## config.mk

```make
export PLATFORM = sky130hd
export DESIGN_NAME = utf8_to_code_point_decoder
export DESIGN_NICKNAME = d
export VERILOG_FILES = /design/src/rtl/u2cp_pkg.sv /design/src/rtl/utf8_to_code_point_decoder.sv
export VERILOG_INCLUDE_DIRS = /design/src /design/src/rtl
export SDC_FILE = /design/constraint.sdc
export NUM_CORES = 1
export LEC_CHECK = 0
export ABC_CLOCK_PERIOD_IN_PS = 7000
export BUFFER_PORTS_ARGS = -buffer_cell sky130_fd_sc_hd__clkbuf_2
export CORE_MARGIN = 10
export CORE_UTILIZATION = 40
export CTS_BUF_LIST = sky130_fd_sc_hd__clkbuf_16
export DETAILED_ROUTE_END_ITERATION = 16
export PLACE_DENSITY = 0.63
export SYNTH_ARGS = -nofsm -noshare
export SYNTH_HDL_FRONTEND = slang
export SYNTH_SLANG_ARGS = --single-unit
```

## constraint.sdc

```tcl
create_clock -name clk -period 7 [get_ports clk]
set_input_delay 1.75 -clock clk [delete_from_list [all_inputs] [get_ports clk]]
set_output_delay 1.75 -clock clk [all_outputs]
set_load 0.01 [all_outputs]
```

## src/rtl/utf8_to_code_point_decoder_macros.svh

```systemverilog
// Assertion macros used by the UTF-8 decoder RTL.
`ifndef UTF8_TO_CODE_POINT_DECODER_MACROS_SVH
`define UTF8_TO_CODE_POINT_DECODER_MACROS_SVH

`ifndef NO_ASSERTIONS
// Same-cycle implication, checked on every rising edge outside reset.
`define U2CP_ASSERT_NOW(lbl, clk, rst_n, ante, cons) \
  lbl: assert property (@(posedge clk) disable iff (!rst_n) (ante) |-> (cons)) \
    else $error("u2cp assertion failed");
// Next-cycle implication, checked on every rising edge outside reset.
`define U2CP_ASSERT_NXT(lbl, clk, rst_n, ante, cons) \
  lbl: assert property (@(posedge clk) disable iff (!rst_n) (ante) |=> (cons)) \
    else $error("u2cp assertion failed");
`else
`define U2CP_ASSERT_NOW(lbl, clk, rst_n, ante, cons)
`define U2CP_ASSERT_NXT(lbl, clk, rst_n, ante, cons)
`endif

`endif

```

## src/rtl/u2cp_pkg.sv

```systemverilog
// Types, constants and lead-byte decoding for the UTF-8 decoder.
package u2cp_pkg;

  typedef enum logic {
    ST_IDLE,
    ST_BUSY
  } state_t;

  localparam logic [20:0] REPL_CP     = 21'h00FFFD;
  localparam logic [20:0] MAX_CP      = 21'h10FFFF;
  localparam logic [20:0] SURR_LO     = 21'h00D800;
  localparam logic [20:0] SURR_HI     = 21'h00DFFF;
  localparam logic [20:0] MIN_CP_LEN2 = 21'h000080;
  localparam logic [20:0] MIN_CP_LEN3 = 21'h000800;
  localparam logic [20:0] MIN_CP_LEN4 = 21'h010000;

  // Sequence length declared by a lead byte; zero marks a byte that cannot lead.
  function automatic logic [2:0] lead_len(input logic [7:0] b);
    logic [2:0] len;
    begin
      if (b[7] == 1'b0) begin
        len = 3'd1;
      end else if (b[7:5] == 3'b110) begin
        len = 3'd2;
      end else if (b[7:4] == 4'b1110) begin
        len = 3'd3;
      end else if (b[7:3] == 5'b11110) begin
        len = 3'd4;
      end else begin
        len = 3'd0;
      end
      return len;
    end
  endfunction

endpackage

```

## src/rtl/utf8_to_code_point_decoder.sv

```systemverilog
// Top level: UTF-8 byte stream to Unicode code point decoder with U+FFFD replacement.
//
//  channel | direction | tdata                                | tlast        | tuser
//  --------+-----------+--------------------------------------+--------------+----------
//  in_     | slave     | [7:0] text_byte                      | end_of_text  | -
//  out_    | master    | [20:0] code_point, [21] is_replacement| last_of_run | text_done
//
// An item is loaded while the sequencer is idle; the single sequence decoder and the byte
// shifter behind it then release one result per step until no byte is left or a short
// sequence waits for more. in_tready is high only while the sequencer is idle.
// A result waiting in the output register stalls the decoder until it is taken.
// rst_n is synchronous and clears the sequencer, the held byte count and out_tvalid.

`include "utf8_to_code_point_decoder_macros.svh"

module utf8_to_code_point_decoder (
  input  logic        clk,
  input  logic        rst_n,
  input  logic        in_tvalid,
  output logic        in_tready,
  input  logic [7:0]  in_tdata,   // [7:0] text_byte
  input  logic        in_tlast,   // end_of_text
  output logic        out_tvalid,
  input  logic        out_tready,
  output logic [23:0] out_tdata,  // [20:0] code_point, [21] is_replacement, [23:22] zero
  output logic        out_tlast,  // last_of_run
  output logic        out_tuser   // text_done
);
  import u2cp_pkg::*;

  state_t            state_r, state_nxt;
  logic [3:0][7:0]   buf_r, buf_nxt;
  logic [2:0]        n_r, n_nxt;
  logic              eot_r, eot_nxt;
  logic              out_valid_r, out_valid_nxt;
  logic [20:0]       cp_r, cp_nxt;
  logic              repl_r, repl_nxt;
  logic              last_r, last_nxt;
  logic              done_r, done_nxt;

  logic [2:0]        len;
  logic              c1, c2, c3;
  logic              emit, stop, ok;
  logic [2:0]        consumed;
  logic [2:0]        n_left;
  logic [20:0]       raw_cp;
  logic [20:0]       res_cp;
  logic              res_repl;
  logic [31:0]       shifted;
  logic [2:0]        nxt_len;
  logic              more;
  logic              go;

  assign in_tready  = (state_r == ST_IDLE);
  assign out_tvalid = out_valid_r;
  assign out_tdata  = {2'b00, repl_r, cp_r};
  assign out_tlast  = last_r;
  assign out_tuser  = done_r;

  // One sequence at the buffer head is decoded per cycle, unless the output stalls.
  always_comb begin
    len      = lead_len(buf_r[0]);
    c1       = (buf_r[1][7:6] == 2'b10);
    c2       = (buf_r[2][7:6] == 2'b10);
    c3       = (buf_r[3][7:6] == 2'b10);
    emit     = 1'b0;
    stop     = 1'b0;
    ok       = 1'b0;
    consumed = 3'd0;
    raw_cp   = {14'd0, buf_r[0][6:0]};
    res_cp   = REPL_CP;
    res_repl = 1'b1;

    case (len)
      3'd2:    raw_cp = {10'd0, buf_r[0][4:0], buf_r[1][5:0]};
      3'd3:    raw_cp = {5'd0, buf_r[0][3:0], buf_r[1][5:0], buf_r[2][5:0]};
      3'd4:    raw_cp = {buf_r[0][2:0], buf_r[1][5:0], buf_r[2][5:0], buf_r[3][5:0]};
      default: raw_cp = {14'd0, buf_r[0][6:0]};
    endcase

    if (len == 3'd0) begin
      emit     = 1'b1;
      consumed = 3'd1;
    end else if (len > n_r) begin
      // The declared sequence is still short: wait, or flush it at end of text.
      if (eot_r) begin
        emit     = 1'b1;
        consumed = n_r;
      end else begin
        stop = 1'b1;
      end
    end else begin
      emit = 1'b1;
      if (len >= 3'd2 && !c1) begin
        consumed = 3'd1;
      end else if (len >= 3'd3 && !c2) begin
        consumed = 3'd2;
      end else if (len == 3'd4 && !c3) begin
        consumed = 3'd3;
      end else begin
        consumed = len;
        ok       = 1'b1;
      end
      if (ok) begin
        if ((len == 3'd2 && raw_cp < MIN_CP_LEN2) ||
            (len == 3'd3 && raw_cp < MIN_CP_LEN3) ||
            (len == 3'd4 && raw_cp < MIN_CP_LEN4) ||
            (raw_cp >= SURR_LO && raw_cp <= SURR_HI) ||
            (raw_cp > MAX_CP)) begin
          ok = 1'b0;
        end
      end
      if (ok) begin
        res_cp   = raw_cp;
        res_repl = 1'b0;
      end
    end

    n_left  = n_r - consumed;
    shifted = buf_r >> {consumed, 3'b000};
    // Peek at the next lead byte to tell whether another result follows.
    nxt_len = lead_len(shifted[7:0]);
    more    = (n_left != 3'd0) && ((nxt_len == 3'd0) || (nxt_len <= n_left) || eot_r);
  end

  assign go = (state_r == ST_BUSY) && (!out_valid_r || out_tready);

  always_comb begin
    state_nxt     = state_r;
    buf_nxt       = buf_r;
    n_nxt         = n_r;
    eot_nxt       = eot_r;
    out_valid_nxt = out_valid_r && !out_tready;
    cp_nxt        = cp_r;
    repl_nxt      = repl_r;
    last_nxt      = last_r;
    done_nxt      = done_r;

    case (state_r)
      ST_IDLE: begin
        if (in_tvalid) begin
          buf_nxt[n_r[1:0]] = in_tdata;
          n_nxt             = n_r + 3'd1;
          eot_nxt           = in_tlast;
          state_nxt         = ST_BUSY;
        end
      end
      ST_BUSY: begin
        if (go) begin
          if (emit) begin
            out_valid_nxt = 1'b1;
            cp_nxt        = res_cp;
            repl_nxt      = res_repl;
            last_nxt      = !more;
            done_nxt      = !more && eot_r;
          end
          buf_nxt = shifted;
          n_nxt   = n_left;
          if (stop || n_left == 3'd0) begin
            state_nxt = ST_IDLE;
          end
        end
      end
      default: begin
        state_nxt = ST_IDLE;
      end
    endcase
  end

  always_ff @(posedge clk) begin
    if (!rst_n) begin
      state_r     <= ST_IDLE;
      n_r         <= 3'd0;
      eot_r       <= 1'b0;
      out_valid_r <= 1'b0;
    end else begin
      state_r     <= state_nxt;
      n_r         <= n_nxt;
      eot_r       <= eot_nxt;
      out_valid_r <= out_valid_nxt;
    end
  end

  always_ff @(posedge clk) begin
    buf_r  <= buf_nxt;
    cp_r   <= cp_nxt;
    repl_r <= repl_nxt;
    last_r <= last_nxt;
    done_r <= done_nxt;
  end

  `U2CP_ASSERT_NOW(a_idle_room, clk, rst_n, state_r == ST_IDLE, n_r <= 3'd3)
  `U2CP_ASSERT_NOW(a_busy_has_bytes, clk, rst_n, state_r == ST_BUSY, n_r != 3'd0)
  `U2CP_ASSERT_NOW(a_done_is_last, clk, rst_n, out_valid_r && done_r, last_r)
  `U2CP_ASSERT_NXT(a_eot_clears, clk, rst_n, go && eot_r, n_r == 3'd0 || state_r == ST_BUSY)

endmodule
```

Word level (Yosys, flattened, before mapping)
Index checks and enable logic that the tools add are counted.

storage, ports and cells
  logic and storage cells = 125
  memory bits (writable) = 0
  ROM bits = 0
  flip-flop bits (word level) = 62
  output and inout port bits = 28
  input port bits = 13
  memories kept = 0
  bits in latches = 0

operators by class
  add/sub/neg operators = 2
  shifts and indexed selects = 1
  muxes and demuxes = 47
  magnitude comparators = 12
  eq/ne operators = 14
  $mul = 0
  bitwise operators = 2
  reductions and logical operators = 35
  div/mod/pow operators = 0

operators with widths
  operator                                                                               number
  32-bit 2-to-1 mux                                                                      2
  32-bit case mux with 2 select lines                                                    1
  21-bit case mux with 3 select lines                                                    1
  3-bit 2-to-1 mux                                                                       16
  32-bit bitwise mux                                                                     1
  32-bit by 6-bit >> shifter with 32-bit output                                          1
  1-bit 2-to-1 mux                                                                       22
  21-bit by 16-bit greater-or-equal comparator with 1-bit output, second input constant  1
  21-bit > comparator, second input constant                                             1
  21-bit by 16-bit <= comparator with 1-bit output, second input constant                1
  21-bit by 12-bit less-than comparator with 1-bit output, second input constant         1
  21-bit by 17-bit less-than comparator with 1-bit output, second input constant         1
  21-bit by 8-bit less-than comparator with 1-bit output, second input constant          1
  8-bit demux with 2-bit select                                                          1
  1-bit logical AND                                                                      12
  5-bit equality test, second input constant                                             2
  3-bit equality test, second input constant                                             3
  3-bit zero test                                                                        3
  4-bit equality test, second input constant                                             2
  1-bit logical OR                                                                       8
  8-bit 2-to-1 mux                                                                       1
  2-bit equality test, second input constant                                             3
  3-bit by 2-bit equality test with 1-bit output, second input constant                  2
  3-bit by 2-bit greater-or-equal comparator with 1-bit output, second input constant    2
  17 further kinds                                                                       24

Longest topological paths before layout
Gate-level depths: netlist (run 1).

  depth in word-level cells = 24
  depth in mapped cells = 21
  gate-level depth less buffers = 17

Worst setup path after synthesis (run 1)
OpenSTA, ideal clock, no wires.

  kind = register to register
  from = register buf_r[6] (netlist name)
  to = register last_r (netlist: out_tlast) (data pin)
  period minus slack after synthesis = 4.340 ns
  arrival time = 4.078 ns
  data required time = 6.738 ns
  cell stages (with the launch flop) = 20
  setup time = 0.262 ns
  buffers on the path = 4
  setup slack = 2.660 ns
  cell sequence = edfxtp_1 buf_2 nand3_1 nor2_1 clkbuf_1 nor2_1 ha_1 nand2_1 o21a_1 a2111o_1 o21a_1 buf_6 buf_6 ha_1 fa_1 ha_1 nor2b_1 o21a_1 o21ai_0 o31ai_2

on the way
  cells in the longest elaborated chain, start to end = 23
  elaborated cells between the ends (all ways) = 36
  classes of those cells = add/sub (1); order compare (4); eq/ne (7); shift (1); mux (13); reduce/logical (10)

RTL lines
  what                                                                                                                   RTL line                           source
  from (decl)                                                                                                            utf8_to_code_point_decoder.sv:32   logic [3:0][7:0] buf_r, buf_nxt;
  from (signal assigned)                                                                                                 utf8_to_code_point_decoder.sv:185  buf_r <= buf_nxt;
  parallel branches: the longest is 21 deep, another holds 3-bit by 2-bit greater-or-equal comparator with 1-bit output  --
  1-bit logical AND *                                                                                                    utf8_to_code_point_decoder.sv:123  more = (n_left != 3'd0) && ((nxt_len == 3'd0) || (nxt_len <= n_left) || eot_r);
  1-bit zero test *                                                                                                      utf8_to_code_point_decoder.sv:154  last_nxt = !more;
  to (signal assigned)                                                                                                   utf8_to_code_point_decoder.sv:188  last_r <= last_nxt;
  to (decl)                                                                                                              utf8_to_code_point_decoder.sv:38   logic last_r, last_nxt;

Mark *: on every way between the ends.
A chain may end at the register's enable or synchronous reset.

Final worst setup path (run 1)
  from = register buf_r[5] (netlist name)
  to = register last_r (netlist: out_tlast) (data pin)

Same word-level chain as after synthesis.

==> impl_summary.md, run 1 <==
Yosys
The sequential element share of the synthesized area is 48.39%. Of the post-synthesis cell area, the part taken by muxes is about 4.9%. The fraction of the mapped netlist area in simple logic gates is roughly 15%. The compound-cell area share of the yosys netlist is approximately 22%. In this run, synthesis inferred 56 flip-flops with an integrated enable. After synthesis the netlist holds a flip-flop and latch count of just over 60.

Yosys printed 0 warnings. Counting flops with an async set or reset pin after synthesis yields a share of 0%. Yosys mapped the design onto 58 distinct sky130hd cell types.

Of the total synthesized cell area, the portion taken by full adders, half adders and majority gates is between 3 and 4%. The xor-xnor portion of the synthesized cell area is less than 1%. After technology mapping, the gate count stands at approximately 350. Summed over all instances, the cell type with the most area after synthesis is edfxtp_1. In this run the cell area of the synthesized design comes to around 3700 um^2. The main combinational cell family by area after synthesis is compound AO/OA/AOI/OAI gates. The area share of the leading cell type in the synthesized netlist is a little under half.

Dividing the synthesized area by the synthesized cell count gives 10.58 um^2. By area the synthesized netlist is led by edfxtp_1 (45%), a22o_1 (4.7%), mux2i_1 (4.6%). The dominant synthesized flop cell is edfxtp_1.

Setup path
The critical-path maximum fanout is 18. STA classifies the critical path startpoint as a flop. The capturing point of the worst reg2reg path is out_tlast$_DFFE_PP_. The depth of the worst register-to-register path is 18. The critical path goes through nand3_1 -> nor2_1 -> buf_4 -> nor2_1 -> ha_1 -> nand2_1 -> o221a_2 -> a211oi_1 -> o21a_1 -> mux2i_1 -> mux2i_1 -> nand3_1 -> nor2b_1 -> ha_1 -> nor2b_1 -> o21a_1 -> o21ai_0 -> o31ai_2. The launch instance of the worst register-to-register path is buf_r[5]$_DFFE_PP_. The endpoint required time on the critical path is about 7.1 ns. In this run the register-to-register setup slack is 2.07 ns. The master of the slowest instance on the critical path is o21a_1. The worst setup path startpoint is buf_r[5]$_DFFE_PP_. On the worst path, the slowest cell contributes a delay of about 0.8 ns. STA classifies the critical path endpoint as a flop. Data on the critical path arrives at its endpoint at around 5 ns.

The worst setup path is of the flop to flop kind.

Clock tree
Once the clock tree was built, the setup fixing pass inserted 0 buffers. Clock-pin slew was measured on the worst setup and hold paths at about 0.050 ns. TritonCTS built the clock tree.

The root buffer cell is clkbuf_16. For this design, the sink count on the clock tree is a little over 60. The number of gates resized after CTS was 0.

The CTS buffer count is 9. In this run the number of H-tree levels came out at 3. The hold buffer count at cts is 0. The maximum count of clock buffers along a single path is 2. At the later pin of the worst-skew pair, clock insertion delay measures ~0.33 ns.

Final layout
In the final design database the tool counted 404 nets. The layout has between 800 and 900 filler cells. Of the cells placed in the final design, the portion with a size suffix greater than 1 is 16.88%.

The synthesis-to-finish area growth is 14.08%. The number of antenna repair diodes is 0.

Timing
For the pin with the worst max-slew slack, the measured transition is between 1 and 1.5 ns. In the finished design, the share of the clock period the worst path needs comes to 70.49%. Setup repair after global routing left no endpoint under its margin.

After layout, the minimum clock period comes to about 4.9 ns. The timing-limited maximum frequency is between 200 and 250 MHz. The total count of hold-check failures in the final report is 0.

The final max-slew violation count is 0. Measured against its own limit, the worst slew margin works out to between 20 and 25%. The worst-case clock skew is between 0.008 and 0.009 ns. Setup violations remaining at the end of the flow were counted as 0. After routing, the total negative slack on setup checks comes to 0 ns.

Route
The total length of routed wires is approximately 9400 um. For this run, design rule violations remaining after detail routing come to 0. The wire length per cell after detailed routing is between 15 and 20 um. For this block, the initial DRC count from the detailed router was roughly 400.

The post-detailed-route count of antenna-violating nets is 0. The number of iterations in the first detailed-routing pass is 7. The via count is 3006. After detailed routing, the number of vias per cell comes to roughly 6.1.

Placed design
The port buffer count is 38. After legalization and detailed placement, the total HPWL measured approximately 7000 um. At the end of routability-driven placement, the weighted congestion stood at 0.9266.

Die
The area enclosed by the die boundary is 13570 um^2. Pin placement for this block handled between 40 and 50 I/O pins. The floorplan step set the die width to around 120 um.

The die outline height is about 120 um. The initial utilization of the core area, before any placement, comes to between 40% and 50%. After floorplanning, the core was sized to cover slightly above 9000 um^2. The initialized floorplan defines 35 standard-cell rows.

Global route
The via count of the first global-routing pass is between 2000 and 3000. The number of antenna violations at the first check in global routing was 0. The largest net degree at the start of global routing is 25. The wire length of the first global-routing pass is 15010 um. Global routing consumed, over all layers together, approximately 14% of the routing resources.

Global routing finished with a remaining overflow of 0.

Worst hold path
The class of the tightest hold or removal check is flop to flop. The capture endpoint of the worst hold path is n_r[2]$_SDFFE_PN0P_. The worst hold path was traced through 2 stages. The startpoint identified for the worst hold timing path is out_tvalid$_SDFF_PN0_.

Job
Across the run, the number of max-cap violations was 0.

Outcome
The run finished with clean final reports.
[area by class of cell]
type	instances	area, um^2	area share (%)
clock buffer	9	225.2	5.302
clock inverter	7	90.09	2.121
inverter	10	37.54	0.8837
multi-input combinational	257	1749	41.18
sequential	62	1802	42.42
tap	111	138.9	3.270
timing repair buffer	40	205.2	4.831
[worst max path at each step]
stage,endpoint,slack [ns],depth (start not counted)
floorplan,out_tlast$_DFFE_PP_,2.66,19
global placement,out_tlast$_DFFE_PP_,2.32,16
detailed placement,out_tlast$_DFFE_PP_,2.16,18
CTS,out_tlast$_DFFE_PP_,2.13,18
global route,out_tlast$_DFFE_PP_,1.53,18
finish,out_tlast$_DFFE_PP_,2.07,18
[metrics by stage]
step	hold WS [ns]	std cells	instance area, um^2	setup slack, ns	utilization (%)
after floorplan	0.4858	353	3727	2.660	-
after global placement	0.5370	480	3933	2.321	42.97
after detailed placement	0.5580	480	3933	2.160	42.97
after CTS	0.5624	496	4248	2.132	46.41
after global routing	0.5976	496	4248	1.532	46.41
final	0.5637	496	4248	2.065	46.41
[Yosys cell counts (2+ instances only)]
library cell / instances
edfxtp_1: 56
nand2_1: 41
a22o_1: 20
nor2_1: 19
o21ai_0: 19
mux2i_1: 17
a22oi_1: 14
a21oi_1: 13
nor2b_1: 13
nand3_1: 11
clkbuf_1: 10
ha_1: 10
inv_1: 10
a21o_1: 8
and3_1: 6
dfxtp_1: 6
buf_6: 5
a21boi_0: 4
buf_1: 4
nand2b_1: 4
nor3_1: 4
a221o_1: 3
and2_1: 3
buf_4: 3
o21a_1: 3
o31a_1: 3
a211o_1: 2
a211oi_1: 2
a221oi_1: 2
a222oi_1: 2
a31oi_1: 2
buf_2: 2
nand3b_1: 2
nor2_2: 2
nor4_1: 2
o211ai_1: 2
xnor2_1: 2
[state kept, by name (all words and copies together), names as in the netlist]
register and count:
cp_r 21, n_r 3, state_r 1, out_tlast 1, out_tuser 1, buf_r 32, out_tvalid 1, repl_r 1
eot_r 1
[placed cells by master (no fill, tap or decap), types with 8 or more instances in the layout]
cell type  Yosys  routed
a21o_1         8       8
ha_1          10      10
clkbuf_16      0       9
nand2_1       41      41
a22oi_1       14      14
inv_1         10      11
a21oi_1       13      13
nand3_1       11      11
nor2b_1       13      12
mux2i_1       17      17
edfxtp_1      56      56
a22o_1        20      20
nor2_1        19      19
o21ai_0       19      19
clkbuf_2       0      38
[cells by family (layout without fill, tap and decap cells)]
| logic type | count (synthesis) | in the layout |
|---|---|---|
| simple gates | 114 | 114 |
| compound gates | 110 | 110 |
| flops | 62 | 62 |
| buf+inv | 34 | 66 |
| mux | 18 | 18 |
| fa+ha+maj | 11 | 11 |
| xor+xnor | 2 | 2 |
| other cells | 1 | 2 |
[critical path, delay by kind of cell (launching register included)]
kind	cells	cell delay [ns]
buffers and inverters	1	0.22
DFF	1	0.68
muxes	2	0.59
and+or+nand+nor	7	0.90
AOI/OAI and AO/OA	6	1.69
adders and majority gates	2	0.57
[per-layer routing]
layer  vias to the layer above  wire, um  global-route usage (%)
met2                       147      4245                   21.19
li1                       1397         -                       -
met1                      1449      4150                   19.30
met4                         0       143                   4.587
met5                         -         0                       0
met3                        13       881                   3.441
Power of run 1 is not shown: default switching activity piles up to over one toggle a cycle in this logic, so the estimate is an artifact.
==> inputs of run 2 (changes only) <==
--- a/config.mk
+++ b/config.mk
@@ -6,7 +6,8 @@
 export SDC_FILE = /design/constraint.sdc
 export NUM_CORES = 1
 export LEC_CHECK = 0
-export ABC_CLOCK_PERIOD_IN_PS = 7000
+export ABC_AREA = 1
+export ABC_CLOCK_PERIOD_IN_PS = 4560
 export BUFFER_PORTS_ARGS = -buffer_cell sky130_fd_sc_hd__clkbuf_2
 export CORE_MARGIN = 10
 export CORE_UTILIZATION = 40
==> constraint.sdc (replaced) <==
create_clock -name clk -period 4.56 [get_ports clk]
set_input_delay 1.14 -clock clk [delete_from_list [all_inputs] [get_ports clk]]
set_output_delay 1.14 -clock clk [all_outputs]
set_load 0.01 [all_outputs]
==> impl_summary.md, run 2 <==
Outcome
The flow ran to the end, and the final reports show no timing, DRC or antenna violations.

Setup path
The type of origin of the critical path is a flop. The worst setup path is captured at a flop. The critical-path maximum fanout is 24. At the worst endpoint, the arrival time is approximately 4.2 ns. In this run the critical register-to-register path is launched from buf_r[7]$_DFFE_PP_. The endpoint required time on the critical path is ~4.6 ns.

The worst setup path startpoint is buf_r[7]$_DFFE_PP_. By startpoint and endpoint, the worst setup path is classified as flop to flop.

Clock tree
After clock tree synthesis, the flow added hold-fix buffers numbering 0. The number of buffers inserted to repair setup after CTS is 0. Gates resized during post-CTS repair numbered 0. The number of sinks on the clock net is 62. The H-tree generated during clock tree synthesis spans 3 levels.

Clock tree synthesis selected as its root buffer the cell clkbuf_16. Counting the buffers created by CTS gives 9. Clock-pin slew was measured on the worst setup and hold paths at 0.05 ns. The clock tree from TritonCTS is yes. The clock latency at the later pin of the worst-skew pair is ~0.33 ns. The clock passes through at most 2 buffers.

Timing
Across the routed clock network, the largest skew measured is 0.008798 ns. Setup violations remaining at the end of the flow were counted as 0. Dividing the final minimum period by the clock period gives just over 90%. The total count of hold-check failures in the final report is 0.

The final max-slew violation count came to 0. Static timing analysis puts the maximum clock frequency at about 240 MHz. For the finished layout, the period the worst path requires is approximately 4.2 ns. Setup repair after global routing left no endpoint under its margin. The post-route setup TNS is 0 ns.

The transition time at the pin with the least slew margin is between 0.6 and 0.7 ns. Measured against its own limit, the worst slew margin works out to 53.69%.

Route
The detailed router finished its first iteration with 416 violations. The via count is 3475. The number of iterations in the first detailed-routing pass is 5.

The total length of routed wires is ~11000 um. After detailed routing, the average wire length per cell comes to approximately 17 um. The number of remaining DRC errors is 0. The ratio of routed vias to standard cells is approximately 5.4. The post-detailed-route count of antenna-violating nets is 0.

Global route
The layer flagged by global routing as most heavily used is met2. The largest net degree at the start of global routing is 25. The via count of the first global-routing pass came to 3330. Global routing consumed, over all layers together, between 10% and 20% of the routing resources. The number of antenna violations at the first check in global routing came to 0. The wire length of the first global-routing pass is between 15000 and 20000 um. The total overflow left after global routing is 0. The met2 capacity usage during global routing is ~23%. Global routing consumed, on the met1 layer, roughly 18% of the routing resources. For met3 alone, demand over resource in global routing was 4.328%.

Die
The total area inside the core boundary comes to between 9000 and 10000 um^2. Measured along the x axis, the die boundary spans between 100 and 150 um. For this configuration, the core starts out at a cell density of between 40% and 50%. The die covers ~14000 um^2.

The number of top-level pins is 41. The standard-cell row count is 36. The die outline height is 120.4 um.

Yosys
By area the synthesized netlist is led by edfxtp_1 (42%), nand2_1 (8.5%), inv_1 (6.3%). The Yosys step of the flow raised 0 warnings. The leading area contributor after synthesis is edfxtp_1. The synthesized netlist occupies a cell area of about 4000 um^2. The most frequent cell after synthesis is nand2_1. After synthesis, the share of flip-flops with an asynchronous set or reset is 0%.

The sequential element share of the synthesized area is 44.69%. Sorting the synthesized cells by how often they occur yields nand2_1 (91), inv_1 (68), edfxtp_1 (56). The distinct cell type count of the synthesized netlist is between 40 and 50. The flip-flop and latch count after synthesis is 62. The dominant synthesized flop cell is edfxtp_1. The area share of the leading cell type in the synthesized netlist is 41.71%. The number of enable-type register cells in the synthesized netlist is 56. The gate count after technology mapping is 463.

The average size of a mapped cell is between 8 and 9 um^2.

Final layout
At the end of the flow, the number of nets in the layout was between 500 and 600. The area growth from synthesis to layout is 14.80%. In the layout the commonest cells are nand2_1 (91), inv_1 (69), edfxtp_1 (56), clkbuf_2 (38), nor2_1 (36).

The share of final-layout standard cells stronger than drive strength 1 is about a fifth. The largest registers in the layout are buf_r (32), cp_r (21), n_r (3). Cells fill between 40 and 50% of the core in the end.

The number of antenna repair diodes is 0. The flip-flop count of the largest register after layout is 32. Counting flops per register, the top entry is buf_r. The library cell used most frequently in the layout, excluding fill and tap cells, is nand2_1.

Placed design
Once detailed placement completed, the half-perimeter wirelength came to ~8000 um. The final weighted congestion of routability-driven global placement is a little over 1. Buffers placed on the I/O ports in this run total 38.

Worst hold path
The beginning of the worst hold path is out_tvalid$_SDFF_PN0_. The tightest min-delay check is of the flop to flop type.

Job
The tool flagged a number of max-cap violations equal to 0.
## run 2: stage by stage
step | hold slack [ns] | cells | area, um^2 | worst slack, ns
after floorplan | 0.5143 | 464 | 4035 | 1.103
after global placement | 0.5713 | 623 | 4305 | 0.6202
after detailed placement | 0.5769 | 623 | 4305 | 0.4688
after CTS | 0.5894 | 639 | 4628 | 0.4396
after global routing | 0.6478 | 639 | 4628 | 0.04337
final | 0.5907 | 639 | 4628 | 0.4068
## run 2: critical path, stage by stage, from the launching register on
cell	delay [ns]
edfxtp_1	0.47
nand2_2	0.15
inv_2	0.08
nand2_1	0.10
inv_1	0.07
ha_1	0.29
nand2_1	0.07
nand2_1	0.06
nand2_1	0.09
nand2_1	0.08
nand2_2	0.13
nand3_2	0.24
nand2_4	0.30
inv_2	0.14
ha_1	0.22
fa_1	0.41
xor2_2	0.21
ha_1	0.33
nand2_1	0.07
nor2_1	0.04
a211oi_1	0.17
a311oi_1	0.06
nand2_1	0.07
nand2_1	0.04
## run 2: layout make-up
type	count	area, um^2
Tap cell	133	166.4
Fill cell	912	5146
Inverter	76	292.8
Sequential cell	62	1802
Multi-Input combinational cell	310	1824
Clock inverter	7	97.59
Clock buffer	9	225.2
Timing Repair Buffer	42	220.2
## run 2: layer usage
metal	vias to the layer above	part of all wire, %
met5	-	0
li1	1684	-
met3	19	8.0
met2	156	46
met1	1616	44
met4	0	2.2
## run 2: kinds of logic after synthesis
| family | Yosys count | synth area share, % |
|---|---|---|
| and+or+nand+nor | 212 | 26.10 |
| buffers and inverters | 92 | 10.21 |
| AOI/OAI and AO/OA | 84 | 14.90 |
| DFF | 62 | 44.69 |
| adders and majority gates | 11 | 3.600 |
| xor gates and xnor gates | 1 | 0.4036 |
| other | 1 | 0.09302 |
## run 2: worst paths after layout
kind	end	depth (start not counted)	slack (ns)
worst max-delay path	out_tlast$_DFFE_PP_	23	0.41
worst max register to register	out_tlast$_DFFE_PP_	23	0.41
worst min-delay path	out_tvalid$_SDFF_PN0_	4	0.59
worst min register to register	out_tvalid$_SDFF_PN0_	4	0.59
Power of run 2 is left out for the same reason.
